$ cat src/rtl/uqbm_pkg.sv
// ----------------------------------------------------------------------------
// uqbm_pkg
// Shared types and constants of the unaligned qword byte memory: controller
// states and the command and status bundles between controller and datapath.
// ----------------------------------------------------------------------------
package uqbm_pkg;

    // byte lanes in one access
    localparam int unsigned LANES = 8;

    // request kinds carried on tuser
    localparam logic REQ_READ  = 1'b0;
    localparam logic REQ_WRITE = 1'b1;

    // controller states
    typedef enum logic [1:0] {
        ST_CLEAR,
        ST_IDLE,
        ST_MERGE
    } t_state;

    // controller to datapath
    typedef struct packed {
        logic clr_wr;     // write zeros at the clear counter, step it
        logic accept;     // latch request and issue bank reads
        logic merge_wr;   // write merged words back to both banks
        logic load_out;   // load assembled read beat into output register
    } t_cmd;

    // datapath to controller
    typedef struct packed {
        logic clr_last;   // clear counter at last bank row
        logic is_write;   // latched request is a write
        logic out_free;   // output register can take a beat this cycle
    } t_sts;

endpackage

$ cat src/rtl/uqbm_ctrl.sv
// ----------------------------------------------------------------------------
// uqbm_ctrl
// Controller: clearing pass after reset, then an accept / merge sequence
// per request.
// ----------------------------------------------------------------------------
module uqbm_ctrl (
    input  logic            i_clk,
    input  logic            i_rst_n,
    input  logic            i_in_valid,
    output logic            o_in_ready,
    input  uqbm_pkg::t_sts  i_sts,
    output uqbm_pkg::t_cmd  o_cmd
);

    uqbm_pkg::t_state r_state;
    uqbm_pkg::t_state n_state;

    // state register
    always_ff @(posedge i_clk) begin
        if (!i_rst_n) begin
            r_state <= uqbm_pkg::ST_CLEAR;
        end else begin
            r_state <= n_state;
        end
    end

    // next state
    always_comb begin
        n_state = r_state;
        unique case (r_state)
            uqbm_pkg::ST_CLEAR: begin
                if (i_sts.clr_last) begin
                    n_state = uqbm_pkg::ST_IDLE;
                end
            end
            uqbm_pkg::ST_IDLE: begin
                if (i_in_valid) begin
                    n_state = uqbm_pkg::ST_MERGE;
                end
            end
            uqbm_pkg::ST_MERGE: begin
                if (i_sts.is_write || i_sts.out_free) begin
                    n_state = uqbm_pkg::ST_IDLE;
                end
            end
            default: n_state = uqbm_pkg::ST_CLEAR;
        endcase
    end

    // outputs
    always_comb begin
        o_cmd      = '0;
        o_in_ready = 1'b0;
        unique case (r_state)
            uqbm_pkg::ST_CLEAR: begin
                o_cmd.clr_wr = 1'b1;
            end
            uqbm_pkg::ST_IDLE: begin
                o_in_ready   = 1'b1;
                o_cmd.accept = i_in_valid;
            end
            uqbm_pkg::ST_MERGE: begin
                o_cmd.merge_wr = i_sts.is_write;
                o_cmd.load_out = !i_sts.is_write && i_sts.out_free;
            end
            default: begin
                o_cmd = '0;
            end
        endcase
    end

endmodule

$ cat config.mk
export PLATFORM = sky130hd
export DESIGN_NAME = uqbm_ctrl
export DESIGN_NICKNAME = d
export VERILOG_FILES = /design/src/rtl/uqbm_pkg.sv /design/src/rtl/uqbm_ctrl.sv
export SDC_FILE = /design/constraint.sdc
export NUM_CORES = 1
export LEC_CHECK = 0
export ABC_AREA = 1
export ABC_CLOCK_PERIOD_IN_PS = 800
export BUFFER_PORTS_ARGS = -buffer_cell sky130_fd_sc_hd__buf_4
export CORE_AREA = 2 2 39 41
export CTS_BUF_LIST = sky130_fd_sc_hd__clkbuf_4 sky130_fd_sc_hd__clkbuf_8 sky130_fd_sc_hd__clkbuf_16
export CTS_CLUSTER_SIZE = 12
export DETAILED_ROUTE_END_ITERATION = 16
export DIE_AREA = 0 0 41 43
export PLACE_DENSITY = 0.3
export SLEW_MARGIN = 10
export SYNTH_ARGS = -nofsm -noshare
export SYNTH_HDL_FRONTEND = slang
export SYNTH_SLANG_ARGS = --single-unit
$ cat constraint.sdc
create_clock -name i_clk -period 0.8 [get_ports i_clk]
set_input_delay 0.04 -clock i_clk [delete_from_list [all_inputs] [get_ports i_clk]]
set_output_delay 0.04 -clock i_clk [all_outputs]
set_load 0.005 [all_outputs]
==> impl_metrics.json <==
{
  "synth_common_cells": "6 x inv_1, 5 x nand2_1, 4 x nor2_1",
  "route.detailed.drc": 0,
  "syn-num-nets": 30,
  "coreArea_sq_um": 1380,
  "setup_viol": 6,
  "ir_worst_vdd_mv": 0.542,
  "synth_area_leaders": "dfxtp_1 29%, inv_1 16%, nand2_1 14%",
  "synth_top_area_share": 0.291,
  "h-tree-depth": 1,
  "diodes": 0,
  "insertion_delay_ns": 0.22,
  "post-place-ws_ns": -0.0271,
  "hold_path_end": "r_state[1]",
  "power.total_uw": 434,
  "final.setup.worst_slack_ns": -0.163,
  "p_sw_uw": 104,
  "numPortBuffers": 10,
  "drv_slew": 0,
  "final_nets": 46,
  "ios": 11,
  "use_met3": 0.0314,
  "synth_area_sq_um": 138,
  "pwr-share-comb": 0.228,
  "root_buffer": "clkbuf_4",
  "rsz0062_at_grt": "yes",
  "syn-instance-count": 24,
  "ys_types": 10,
  "drt_iter0_markers": 0,
  "top_regs": "r_state x2",
  "path_class": "flip-flop to output pin",
  "max_slew.worst_pin.slew_ns": 0.132,
  "slew_headroom": 0.911,
  "synth_seq_cells": 2,
  "drive_gt1_frac": 0.632,
  "synth-seq-area-share": 0.291,
  "ys.flop_type": "dfxtp_1",
  "antenna_found_initial": 0,
  "start_util": 0.0995,
  "area_delta_synth_final_pct": 101,
  "hold_path_depth": 3,
  "synthArstFlopShare": 0,
  "die_x_microns": 41,
  "outcome": "complete, but fails checks",
  "power.density_nw_per_um2": 1570,
  "synth.most_common_cell": "inv_1",
  "reg2reg_from": "r_state[1]",
  "grt.overflow.total": 0,
  "violations": "setup timing",
  "whs_ns": 0.0575,
  "endpoint_kind": "output pin",
  "rows": 14,
  "grt_max_degree": 6,
  "avgRoutedWirePerCell_microns": 7.06,
  "reg2reg_slack_ns": -0.05,
  "hold_violations": 0,
  "clk_pin_slew_worst_paths_ns": 0.03,
  "r2r_end": "r_state[0]",
  "cp.arrival_ns": 0.92,
  "busiest_layer": "met2",
  "fin_util": 0.200,
  "top_register": "r_state",
  "via_per_inst": 3.22,
  "crit_path_start_kind": "flip-flop",
  "grt_pass1_vias": 179,
  "clock_skew_ns": 0.00177,
  "wl_microns": 381,
  "dieArea_sq_um": 1760,
  "cts_tree": "done",
  "cts_buffer_depth": 2,
  "largest_register_ffs": 2,
  "pwr-share-seq": 0.273,
  "fin_setup_tns_ns": -0.685,
  "min_period_ns": 0.963,
  "fmax_ghz": 1.04,
  "globalplace.congestion": 0.556,
  "clkPwrFrac": 0.499,
  "grt_pass1_wl_microns": 662,
  "required_ns": 0.76,
  "synth_top_area_cell": "dfxtp_1",
  "ant_nets": 0,
  "synth.avg_cell_area_sq_um": 5.73,
  "met2_usage": 0.0781,
  "place_hpwl_microns": 319,
  "finalCritPeriodShare": 1.20,
  "ys_warn_count": 0,
  "fp.dieH_microns": 43,
  "r2r_cells": 5,
  "grt_use_met1": 0.0639,
  "p_int_uw": 330,
  "switching_share": 0.239,
  "path_max_fanout": 3,
  "cap_violations": 0,
  "min_from": "i_rst_n",
  "vias": 174,
  "track_usage": 0.0571,
  "synth-edff-count": 0,
  "hold_path_class": "primary input to flip-flop",
  "clock_sinks": 2,
  "p_leak_uw": 0.000152,
  "dr.pass1.iters": 1,
  "numCtsBuffers": 3
}
==> final cells by class <==
| type | instances | area, sq um |
|---|---|---|
| Tap cell | 16 | 20.0 |
| Fill cell | 172 | 1110 |
| Clock buffer | 3 | 22.5 |
| Sequential cell | 2 | 42.5 |
| Multi-Input combinational cell | 15 | 78.8 |
| Inverter | 7 | 26.3 |
| Timing Repair Buffer | 11 | 86.3 |
==> per-layer routing <==
| layer | wire (microns) | share of wire | vias to the layer above |
|---|---|---|---|
| met1 | 137 | 0.36 | 73 |
| met2 | 211 | 0.55 | 4 |
| met3 | 32 | 0.084 | 0 |
| li1 | - | - | 97 |
| met4 | 0 | 0 | 0 |
| met5 | 0 | 0 | - |
==> stage by stage <==
step / std cells / cell area (sq um)
floorplan: 24 / 138
global placement: 50 / 233
global route: 54 / 277
CTS: 54 / 270
detailed placement: 50 / 233
finish: 54 / 277
==> worst max-delay path, stage by stage (launching register included) <==
cell	delay (ns)
dfxtp_2	0.32
inv_2	0.05
nor2_4	0.09
inv_2	0.05
nor2_1	0.08
buf_4	0.11
==> timing repair <==
action / in CTS / in global routing
pin swaps: 1 / 1
resized for setup: 4 / 3
setup endpoints to repair: 6 / 6
hold buffers: 0 / 0
setup buffers: 1 / 0
==> worst max path at each step <==
stage / startpoint / to / slack [ns] / cells after the start
finish: r_state[1] / o_cmd[0] / -0.16 / 5
global route: r_state[1] / o_cmd[1] / -0.23 / 5
CTS: r_state[1] / o_cmd[1] / -0.20 / 5
detailed placement: r_state[1] / o_cmd[1] / -0.03 / 5
global placement: r_state[1] / r_state[0] / 0.0001 / 5
floorplan: r_state[0] / r_state[0] / 0.05 / 4
==> power groups by stage <==
| stage | clock network [uW] | registers, uW | logic (uW) |
|---|---|---|---|
| 5_1_grt | 239 | 120 | 112 |
| 6_report | 217 | 118 | 98.9 |
| 4_1_cts | 232 | 118 | 95.4 |
| 3_5_place_dp | 0 | 117 | 89.4 |
| 2_1_floorplan | 0 | 116 | 39.2 |
| 3_3_place_gp | 0 | 117 | 88.9 |
==> cell families (layout without fill, tap and decap cells) <==
| group | count (synthesis) | in the layout | synth area share |
|---|---|---|---|
| simple gates | 13 | 13 | 0.418 |
| buf+inv | 7 | 21 | 0.191 |
| flops | 2 | 2 | 0.291 |
| compound gates | 2 | 2 | 0.100 |
==> cell usage in the layout (no fill, tap or decap) <==
cell,synthesis,routed
o21ai_0,1,1
inv_1,6,4
nor2_1,4,3
nand2_2,1,1
dfxtp_2,0,2
buf_4,0,10
buf_6,0,1
clkbuf_4,0,3
nand2_1,5,5
inv_2,1,3
nor2_2,2,2
a21oi_2,1,1
nand3_1,1,1
nor2_4,0,1
No activity file was read; power rests on OpenSTA's default activity.
